<file path="src/sv/esl_pkg.sv">
// Shared types, constants and the escape table of the stream escaper.
package esl_pkg;

   localparam int OFFSET_WIDTH_DEF = 16;
   localparam int ESC_MAX_LEN      = 6;
   localparam int ESC_LEN_W        = $clog2(ESC_MAX_LEN + 1);
   localparam int CAP_W            = 16;
   localparam int LIMIT_W          = 16;
   localparam int WOULD_W          = 24;
   localparam int OFFS_OUT_W       = 16;
   localparam int CSR_ADDR_W       = 3;
   localparam int CSR_DATA_W       = 32;

   localparam logic [CAP_W-1:0] CAPACITY_RESET = 16'hFFFF;
   localparam logic             CSR_IDX_CAPACITY = 1'b0;

   localparam logic MODE_QUOTE = 1'b0;
   localparam logic MODE_HTML  = 1'b1;

   localparam logic [7:0] CH_SQ  = 8'h27;
   localparam logic [7:0] CH_DQ  = 8'h22;
   localparam logic [7:0] CH_LT  = 8'h3C;
   localparam logic [7:0] CH_GT  = 8'h3E;
   localparam logic [7:0] CH_AMP = 8'h26;
   localparam logic [7:0] CH_NUL = 8'h00;

   typedef logic [ESC_MAX_LEN-1:0][7:0] esc_text_type;

   // element 0 is the first byte emitted
   localparam esc_text_type SEQ_SQ   = {8'h00, 8'h00, 8'h00, 8'h00, "'", "\\"};
   localparam esc_text_type SEQ_DQ   = {8'h00, 8'h00, 8'h00, 8'h00, "\"", "\\"};
   localparam esc_text_type SEQ_LT   = {8'h00, 8'h00, ";", "t", "l", "&"};
   localparam esc_text_type SEQ_GT   = {8'h00, 8'h00, ";", "t", "g", "&"};
   localparam esc_text_type SEQ_AMP  = {8'h00, ";", "p", "m", "a", "&"};
   localparam esc_text_type SEQ_QUOT = {";", "t", "o", "u", "q", "&"};
   localparam esc_text_type SEQ_APOS = {8'h00, ";", "9", "3", "#", "&"};
   localparam esc_text_type SEQ_NUL  = {8'h00, 8'h00, ";", "0", "#", "&"};

   typedef struct packed {
      logic [7:0]  data_byte;
      logic        first_byte;
      logic        end_of_string;
      logic        table_mode;
      logic [15:0] output_limit;
      logic        limit_off;
      logic [15:0] start_offset;
      logic        start_stopped;
   } req_payload_type;

   typedef struct packed {
      logic [7:0]  out_byte;
      logic        byte_valid;
      logic        last_of_run;
      logic [23:0] would_length;
      logic [15:0] written_offset;
      logic        space_exhausted;
      logic        string_done;
   } rsp_payload_type;

   typedef struct packed {
      logic [ESC_LEN_W-1:0] len;
      esc_text_type         text;
   } esc_type;

   // one accepted byte, fully resolved: what to emit and the status it reports
   typedef struct packed {
      esc_text_type           text;
      logic [ESC_LEN_W-1:0]   count;
      logic                   byte_valid;
      logic [WOULD_W-1:0]     would_length;
      logic [OFFS_OUT_W-1:0]  written_offset;
      logic                   space_exhausted;
      logic                   string_done;
   } seq_type;

   function automatic esc_type esl_lookup(logic mode, logic [7:0] b);
      esc_type r;
      r.len  = ESC_LEN_W'(1);
      r.text = esc_text_type'(b);
      if (mode == MODE_QUOTE) begin
         case (b)
            CH_SQ: begin r.len = ESC_LEN_W'(2); r.text = SEQ_SQ; end
            CH_DQ: begin r.len = ESC_LEN_W'(2); r.text = SEQ_DQ; end
            default: ;
         endcase
      end else begin
         case (b)
            CH_LT:  begin r.len = ESC_LEN_W'(4); r.text = SEQ_LT;   end
            CH_GT:  begin r.len = ESC_LEN_W'(4); r.text = SEQ_GT;   end
            CH_AMP: begin r.len = ESC_LEN_W'(5); r.text = SEQ_AMP;  end
            CH_DQ:  begin r.len = ESC_LEN_W'(6); r.text = SEQ_QUOT; end
            CH_SQ:  begin r.len = ESC_LEN_W'(5); r.text = SEQ_APOS; end
            CH_NUL: begin r.len = ESC_LEN_W'(4); r.text = SEQ_NUL;  end
            default: ;
         endcase
      end
      return r;
   endfunction

endpackage

</file>
<file path="src/sv/esl_req_if.sv">
// Source byte channel: valid/ready handshake with the request payload.
interface esl_req_if;
   import esl_pkg::*;
   logic            valid;
   logic            ready;
   req_payload_type data;
   modport source(output valid, output data, input ready);
   modport sink(input valid, input data, output ready);
endinterface

</file>
<file path="src/sv/esl_rsp_if.sv">
// Result channel: valid/ready handshake with one emitted byte and its status.
interface esl_rsp_if;
   import esl_pkg::*;
   logic            valid;
   logic            ready;
   rsp_payload_type data;
   modport source(output valid, output data, input ready);
   modport sink(input valid, input data, output ready);
endinterface

</file>
<file path="src/sv/esl_core.sv">
// Per-string state and the escape, limit and capacity decision for one byte.
module esl_core #(
   parameter int OFFSET_WIDTH = esl_pkg::OFFSET_WIDTH_DEF
) (
   input  logic                      clock,
   input  logic                      reset,
   input  logic                      accept,
   input  esl_pkg::req_payload_type  req,
   input  logic [esl_pkg::CAP_W-1:0] capacity,
   output esl_pkg::seq_type          seq
);
   import esl_pkg::*;

   localparam int CMP_W = (OFFSET_WIDTH + 1 > CAP_W) ? OFFSET_WIDTH + 1 : CAP_W;

   logic [LIMIT_W-1:0]      remaining_limit_ff, remaining_limit_in;
   logic                    limit_disabled_ff, limit_disabled_in;
   logic [OFFSET_WIDTH-1:0] write_offset_ff, write_offset_in;
   logic                    stopped_flag_ff, stopped_flag_in;
   logic [WOULD_W-1:0]      would_count_ff, would_count_in;
   logic                    mode_ff, mode_in;

   logic [LIMIT_W-1:0]      rem;
   logic [OFFSET_WIDTH-1:0] offs;
   logic                    stop;
   logic [WOULD_W-1:0]      would;
   esc_type                 esc;
   logic                    fits;
   logic                    room;
   logic                    do_write;
   logic [WOULD_W:0]        would_sum;

   always_comb begin
      // a first byte loads the per-string settings before it is itself processed
      mode_in           = req.first_byte ? req.table_mode : mode_ff;
      rem               = req.first_byte ? req.output_limit : remaining_limit_ff;
      limit_disabled_in = req.first_byte ? req.limit_off : limit_disabled_ff;
      offs              = req.first_byte ? OFFSET_WIDTH'(req.start_offset) : write_offset_ff;
      stop              = req.first_byte ? req.start_stopped : stopped_flag_ff;
      would             = req.first_byte ? '0 : would_count_ff;

      esc  = esl_lookup(mode_in, req.data_byte);
      fits = limit_disabled_in || (rem >= LIMIT_W'(esc.len));
      room = (CMP_W'(offs) + CMP_W'(esc.len) + CMP_W'(1)) <= CMP_W'(capacity);
      do_write = fits && !stop && room;

      would_sum      = {1'b0, would} + (WOULD_W + 1)'(esc.len);
      would_count_in = !fits ? would : (would_sum[WOULD_W] ? '1 : would_sum[WOULD_W-1:0]);
      write_offset_in    = do_write ? offs + OFFSET_WIDTH'(esc.len) : offs;
      remaining_limit_in = (do_write && !limit_disabled_in) ? rem - LIMIT_W'(esc.len) : rem;
      stopped_flag_in    = stop || (fits && !do_write);

      seq.text            = esc.text;
      seq.count           = do_write ? esc.len : ESC_LEN_W'(1);
      seq.byte_valid      = do_write;
      seq.would_length    = would_count_in;
      seq.written_offset  = OFFS_OUT_W'(write_offset_in);
      seq.space_exhausted = stopped_flag_in;
      seq.string_done     = req.end_of_string;
   end

   always_ff @(posedge clock) begin
      if (reset) begin
         remaining_limit_ff <= '0;
         limit_disabled_ff  <= 1'b0;
         write_offset_ff    <= '0;
         stopped_flag_ff    <= 1'b0;
         would_count_ff     <= '0;
         mode_ff            <= MODE_QUOTE;
      end else if (accept) begin
         remaining_limit_ff <= remaining_limit_in;
         limit_disabled_ff  <= limit_disabled_in;
         write_offset_ff    <= write_offset_in;
         stopped_flag_ff    <= stopped_flag_in;
         would_count_ff     <= would_count_in;
         mode_ff            <= mode_in;
      end
   end

endmodule

</file>
<file path="src/sv/escape_stream_with_limit_top.sv">
// Top level of the stream escaper: request intake, result drain and register port.
//
//   channel  | dir | handshake               | carries
//   ---------+-----+-------------------------+---------------------------------
//   req_chan | in  | valid & ready           | one source byte + string settings
//   rsp_chan | out | valid & ready           | one emitted byte or empty status
//   APB      | in  | psel & penable & pready | buffer_capacity at address 0
//
// A byte is decided in the cycle it is accepted and lands in the result register.
// A plain or dropped byte gives one result, an escape gives up to six, one per cycle
// while rsp_chan is ready; the input is taken again in the cycle the last result of
// the run transfers. Stalls on rsp_chan hold the result register and back up into
// req_chan. Reset is synchronous and clears all per-string state.
module escape_stream_with_limit_top #(
   parameter int OFFSET_WIDTH = esl_pkg::OFFSET_WIDTH_DEF
) (
   input  logic                           clock,
   input  logic                           reset,
   esl_req_if.sink                        req_chan,
   esl_rsp_if.source                      rsp_chan,
   input  logic                           psel,
   input  logic                           penable,
   input  logic                           pwrite,
   input  logic [esl_pkg::CSR_ADDR_W-1:0] paddr,
   input  logic [esl_pkg::CSR_DATA_W-1:0] pwdata,
   output logic [esl_pkg::CSR_DATA_W-1:0] prdata,
   output logic                           pready
);
   import esl_pkg::*;

   logic [CAP_W-1:0] capacity_ff;
   logic             pend_valid_ff;
   seq_type          pend_ff;
   seq_type          seq;
   logic             req_accept;
   logic             rsp_xfer;
   logic             last_beat;

   // register port
   assign pready = 1'b1;
   assign prdata = (paddr[CSR_ADDR_W-1] == CSR_IDX_CAPACITY) ?
                   CSR_DATA_W'(capacity_ff) : '0;

   always_ff @(posedge clock) begin
      if (reset) begin
         capacity_ff <= CAPACITY_RESET;
      end else if (psel && penable && pwrite && pready &&
                   paddr[CSR_ADDR_W-1] == CSR_IDX_CAPACITY) begin
         capacity_ff <= pwdata[CAP_W-1:0];
      end
   end

   esl_core #(
      .OFFSET_WIDTH(OFFSET_WIDTH)
   ) u_core (
      .clock    (clock),
      .reset    (reset),
      .accept   (req_accept),
      .req      (req_chan.data),
      .capacity (capacity_ff),
      .seq      (seq)
   );

   assign last_beat      = (pend_ff.count == ESC_LEN_W'(1));
   assign rsp_xfer       = pend_valid_ff && rsp_chan.ready;
   assign req_chan.ready = !pend_valid_ff || (rsp_chan.ready && last_beat);
   assign req_accept     = req_chan.valid && req_chan.ready;

   always_ff @(posedge clock) begin
      if (reset) begin
         pend_valid_ff <= 1'b0;
      end else if (req_accept) begin
         pend_valid_ff <= 1'b1;
      end else if (rsp_xfer && last_beat) begin
         pend_valid_ff <= 1'b0;
      end
   end

   // drain: shift the escape text down one byte per transfer
   always_ff @(posedge clock) begin
      if (req_accept) begin
         pend_ff <= seq;
      end else if (rsp_xfer && !last_beat) begin
         pend_ff.text  <= {8'h00, pend_ff.text[ESC_MAX_LEN-1:1]};
         pend_ff.count <= pend_ff.count - ESC_LEN_W'(1);
      end
   end

   assign rsp_chan.valid                = pend_valid_ff;
   assign rsp_chan.data.out_byte        = pend_ff.byte_valid ? pend_ff.text[0] : 8'h00;
   assign rsp_chan.data.byte_valid      = pend_ff.byte_valid;
   assign rsp_chan.data.last_of_run     = last_beat;
   assign rsp_chan.data.would_length    = pend_ff.would_length;
   assign rsp_chan.data.written_offset  = pend_ff.written_offset;
   assign rsp_chan.data.space_exhausted = pend_ff.space_exhausted;
   assign rsp_chan.data.string_done     = last_beat && pend_ff.string_done;

`ifndef ASSERT_OFF
   a_empty_single: assert property (@(posedge clock) disable iff (reset)
      pend_valid_ff && !pend_ff.byte_valid |-> last_beat)
      else $error("empty result spans more than one beat");

   a_count_range: assert property (@(posedge clock) disable iff (reset)
      pend_valid_ff |-> (pend_ff.count != '0) && (pend_ff.count <= ESC_LEN_W'(ESC_MAX_LEN)))
      else $error("beat count out of range");

   a_run_continues: assert property (@(posedge clock) disable iff (reset)
      rsp_xfer && !last_beat |=> rsp_chan.valid && pend_ff.byte_valid)
      else $error("escape run broken before its last byte");

   a_accept_loads: assert property (@(posedge clock) disable iff (reset)
      req_accept |=> pend_valid_ff)
      else $error("accepted byte produced no result");
`endif

endmodule

</file>
<file path="src/flat_wrapper.sv">
// flat-port wrapper written by rule: the top's interface ports become plain ports
module escape_stream_with_limit_top_flat import esl_pkg::*;
#(
   parameter int OFFSET_WIDTH = esl_pkg::OFFSET_WIDTH_DEF
)
  (clock, reset, psel, penable, pwrite, paddr, pwdata, prdata, pready, req_chan_valid, req_chan_data, req_chan_ready, rsp_chan_valid, rsp_chan_data, rsp_chan_ready);
  esl_req_if req_chan_i ();
  esl_rsp_if rsp_chan_i ();
  input  logic clock;
  input  logic reset;
  input  logic psel;
  input  logic penable;
  input  logic pwrite;
  input  logic [esl_pkg::CSR_ADDR_W-1:0] paddr;
  input  logic [esl_pkg::CSR_DATA_W-1:0] pwdata;
  output logic [esl_pkg::CSR_DATA_W-1:0] prdata;
  output logic pready;
  input wire logic [$bits(req_chan_i.valid)-1:0] req_chan_valid;
  input wire logic [$bits(req_chan_i.data)-1:0] req_chan_data;
  output wire logic [$bits(req_chan_i.ready)-1:0] req_chan_ready;
  output wire logic [$bits(rsp_chan_i.valid)-1:0] rsp_chan_valid;
  output wire logic [$bits(rsp_chan_i.data)-1:0] rsp_chan_data;
  input wire logic [$bits(rsp_chan_i.ready)-1:0] rsp_chan_ready;
  assign req_chan_i.valid = req_chan_valid;
  assign req_chan_i.data = req_chan_data;
  assign req_chan_ready = req_chan_i.ready;
  assign rsp_chan_valid = rsp_chan_i.valid;
  assign rsp_chan_data = rsp_chan_i.data;
  assign rsp_chan_i.ready = rsp_chan_ready;
  escape_stream_with_limit_top #(.OFFSET_WIDTH(OFFSET_WIDTH)) u_core (.clock(clock), .reset(reset), .req_chan(req_chan_i), .rsp_chan(rsp_chan_i), .psel(psel), .penable(penable), .pwrite(pwrite), .paddr(paddr), .pwdata(pwdata), .prdata(prdata), .pready(pready));
endmodule
</file>
<file path="config.mk">
export PLATFORM = sky130hd
export DESIGN_NAME = escape_stream_with_limit_top_flat
export DESIGN_NICKNAME = d
export VERILOG_FILES = /design/src/sv/esl_pkg.sv /design/src/sv/esl_req_if.sv /design/src/sv/esl_rsp_if.sv /design/src/sv/esl_core.sv /design/src/sv/escape_stream_with_limit_top.sv /design/src/flat_wrapper.sv
export SDC_FILE = /design/constraint.sdc
export NUM_CORES = 1
export LEC_CHECK = 0
export ABC_CLOCK_PERIOD_IN_PS = 8250
export BUFFER_PORTS_ARGS = -buffer_cell sky130_fd_sc_hd__buf_4
export CAP_MARGIN = 15
export CELL_PAD_IN_SITES_DETAIL_PLACEMENT = 1
export CELL_PAD_IN_SITES_GLOBAL_PLACEMENT = 1
export CORE_AREA = 2 2 156 158
export CTS_CLUSTER_DIAMETER = 200
export DETAILED_ROUTE_END_ITERATION = 6
export DIE_AREA = 0 0 158 160
export GPL_ROUTABILITY_DRIVEN = 0
export HOLD_SLACK_MARGIN = 0.1
export PLACE_DENSITY_LB_ADDON = 0.1
export SYNTH_ARGS = -nofsm -noshare
export SYNTH_HDL_FRONTEND = slang
export SYNTH_SLANG_ARGS = --single-unit
</file>
<file path="constraint.sdc">
create_clock -name clock -period 8.25 [get_ports clock]
set_clock_uncertainty 0.15 [all_clocks]
set_input_delay 0.825 -clock clock [delete_from_list [all_inputs] [get_ports clock]]
set_output_delay 0.825 -clock clock [all_outputs]
set_load 0.01 [all_outputs]
</file>
==> results.md <==
* Number of clock buffers inserted by TritonCTS at 17
* Post-Syn Area at 9990 um2
* Synth top area cells: edfxtp_1 23%, dfxtp_1 15%, buf_4 4.9%
* Commonest non-fill, non-tap cells in the layout: 149 x buf_4, 129 x nand2_1, 77 x edfxtp_1
* P per Cell Area at 182 nW/um2
* Die ar. at 25,300 um2
* Finished Cell Area at between 10,000 and 15,000 um2
* Setup-failing EPs final at 0
* Sequential share of the synthesized area at 38.4%
* Crit path from: req_chan_data[40]
* Antenna Violating Nets Remaining at 0
* Initial antenna violation count at 0
* Largest net degree at the start of global routing at 70
* R2R depth at 22
* Startpoint Class: input pin
* Worst slew pin tran at ~1100 ps
* Psw at 0.000596 W
* Die Width at 158 um
* H-tree Lvls at 4
* Post-cts resize count at 0
* Layout cells sized above 1 at 18.6%
* Clock latency on the worst-skew pair at 440 ps
* Total Power at 0.00208 W
* CTS tree: yes
* Starting DRT DRC Count at 511
* Core area at 23,800 um2
* GR Util All Layers at between 20% and 30%
* Commonest non-fill, non-tap cell in the layout: buf_4
* Top_reg_cell synth: edfxtp_1
* Area grow syn2layout at 14.5%
* Layout Nets at between 1,000 and 1,500
* Vias in the first global route at 8,738
* Int Power at about 0.0015 W
* Max-cap violation count at 0
* Flops & latches, synth at 153
* Worst min-delay path class: flop to flop
* Sequential power share at a little over two fifths
* WS Path Type: input pin to flop
* Clock Tree Buf Depth at 2
* Initial core utilization at 42.0%
* Worst EP arrival at 6660 ps
* Via/cell ratio at 5.59
* Sw frac at approximately 29%
* Critical Path RT at 8260 ps
* GRT Residual Overflow at 0
* Post-synth top area share at between 20 and 25%
* Antenna Diode Count at 0
* Final period utilization at between 80% and 90%
* Comb pwr share at 17.2%
* I/O Buffers at 138
* Power share of the clock group at between 40% and 50%
* Slew headroom at 28.2%
* Final WL at 28.5 mm
* Placement-stage cell area at 10,800 um2
* R2r endpoint: u_core.rsp_chan.data[14]
* Max Slew Vio Count at 0
* Lkg Pwr at 4.57 nW
* DRT Pass-1 Iters at 5
* Routed via count at 8,569
* CP Capture Point: u_core.rsp_chan.data[14]
* EDFF count, synth at 77
* Final core utilization at roughly half
* # IOs at 174
* Post-CTS Setup Bufs at 0
* Worst-path maximum fanout at 24
* Site Rows at 57
* RSZ-0062 raised after global routing: no
* Post-synthesis cell count at 1,141
* Peak VDD IR at approximately 0.00013 V
* Wirelength per Cell at 18.6 um
* Setup TNS at 0 ps
* Asr flop ratio synth at 0%
* CP Capture Type: flop
* Flop2flop setup slack at approximately 2500 ps
* Clock sinks at between 150 and 200
* Status: complete, no violations
* Fmax at 0.150 GHz
* # DRC at 0
* Yosys top cell by area: edfxtp_1
* Root buf cell: clkbuf_16
* Mean Syn Cell Area at roughly 8.8 um2
* DP HPWL at approximately 20 mm
* First-pass GRT wire length at 46.1 mm
* Clk slew on worst S/H paths at 60 ps
* R2r startpoint: u_core.u_core.mode_ff
* Synth Warn # at 0
* Hold Buf Count CTS at 0
* Die height at 160 um
* Post-synth cell types at 80
* Fin crit period at 6650 ps
* Final Hold Vio Count at 0
-- cell families (layout without fill, tap and decap cells) --
logic type | Yosys count | count (layout) | synth area share, %
and+or+nand+nor | 420 | 420 | 21.6
DFF | 153 | 153 | 38.4
adders and majority gates | 34 | 34 | 4.48
muxes | 45 | 45 | 4.87
other | 2 | 17 | 0.0751
AOI/OAI and AO/OA | 270 | 270 | 17.3
buffers and inverters | 169 | 223 | 9.08
xor gates and xnor gates | 48 | 48 | 4.21
-- sequential cells by signal, indices dropped and copies added, names as in the netlist --
register and cells:
u_core.u_core.write_offset_ff 16, u_core.u_core.remaining_limit_ff 16, u_core.u_core.limit_disabled_ff 1, u_core.capacity_ff 16, u_core.pend_ff 35, u_core.u_core.would_count_ff 24
u_core.rsp_chan.valid 1, u_core.u_core.stopped_flag_ff 1, u_core.u_core.mode_ff 1, u_core.rsp_chan.data 42
-- cells in the mapped netlist, drive strengths merged (4+ instances only) --
cell type,count
xnor2,33
and3,18
a211oi,6
o211ai,21
o41ai,4
fa,4
mux2,13
ha,27
mux2i,32
clkbuf,44
nand3,34
dfxtp,76
or3,10
nand2,130
o21ai,73
buf,83
nand3b,7
a21oi,69
edfxtp,77
a21o,17
o311ai,5
or4,6
a31o,4
nand2b,5
nor3,38
xor2,15
nor2,75
a22oi,5
nor2b,22
o21a,5
o31ai,7
and2,21
nand4,12
nor4,23
a31oi,24
or2,6
inv,40
-- area by class of cell --
class,count,area [um2]
clock buffers,18,429
multi-input cells,834,5310
fillers,2824,12400
well taps,324,405
flip-flops and latches,153,3830
clock inverters,14,184
inverters,42,160
repair buffers,149,1120
-- power by group through the flow --
stage	clock [W]	sequential (W)	combinational, W
4_1_cts	0.000852	0.000888	0.000362
3_3_place_gp	0	0.000902	0.000353
2_1_floorplan	0	0.000897	0.000250
3_5_place_dp	0	0.000904	0.000358
6_report	0.000839	0.000887	0.000357
5_1_grt	0.000882	0.000894	0.000397
-- worst min path at each step --
stage | start | to | slack, ps | depth (start not counted)
3_5_place_dp | u_core.u_core.remaining_limit_ff[3] | u_core.u_core.remaining_limit_ff[3] | 310 | 2
2_1_floorplan | u_core.u_core.write_offset_ff[0] | u_core.u_core.write_offset_ff[0] | 290 | 2
6_report | u_core.u_core.remaining_limit_ff[3] | u_core.u_core.remaining_limit_ff[3] | 320 | 2
4_1_cts | u_core.u_core.remaining_limit_ff[3] | u_core.u_core.remaining_limit_ff[3] | 320 | 2
5_1_grt | u_core.u_core.remaining_limit_ff[3] | u_core.u_core.remaining_limit_ff[3] | 350 | 2
3_3_place_gp | u_core.u_core.write_offset_ff[0] | u_core.u_core.write_offset_ff[0] | 300 | 2
-- per-stage QoR --
stage               worst slack [ps]  std cells  hold WS (ps)
detailed placement              1140       1502           313
CTS                             1590       1534           322
global route                    1090       1534           347
global placement                1240       1502           304
floorplan                       2170       1156           290
finish                          1600       1534           324
-- routing by layer --
metal  global-route usage (%)  wire, um  up-vias
met5                        0         0        -
met3                     3.09      1010       24
met2                     38.8     13900      164
li1                         -         -     4156
met4                     6.51       443        0
met1                     30.7     13100     4225
-- critical path: stages --
cell and delay, ps:
buf_4 130, or4_1 520, nor4_1 360, nor2_1 80, nor2_1 190, o21ai_0 170
and2_1 270, inv_1 90, ha_1 140, inv_1 60, fa_1 480, nand2_1 100
nor3_1 70, a2111oi_4 600, nor2_1 160, nand2_1 120, xor2_1 180, ha_1 260
nand3_1 80, nand2_1 70, a211o_1 280, a211oi_1 240, o21ai_2 120, buf_4 260
or4_1 630, xor2_1 170
Power figures use the tool's default switching activity.
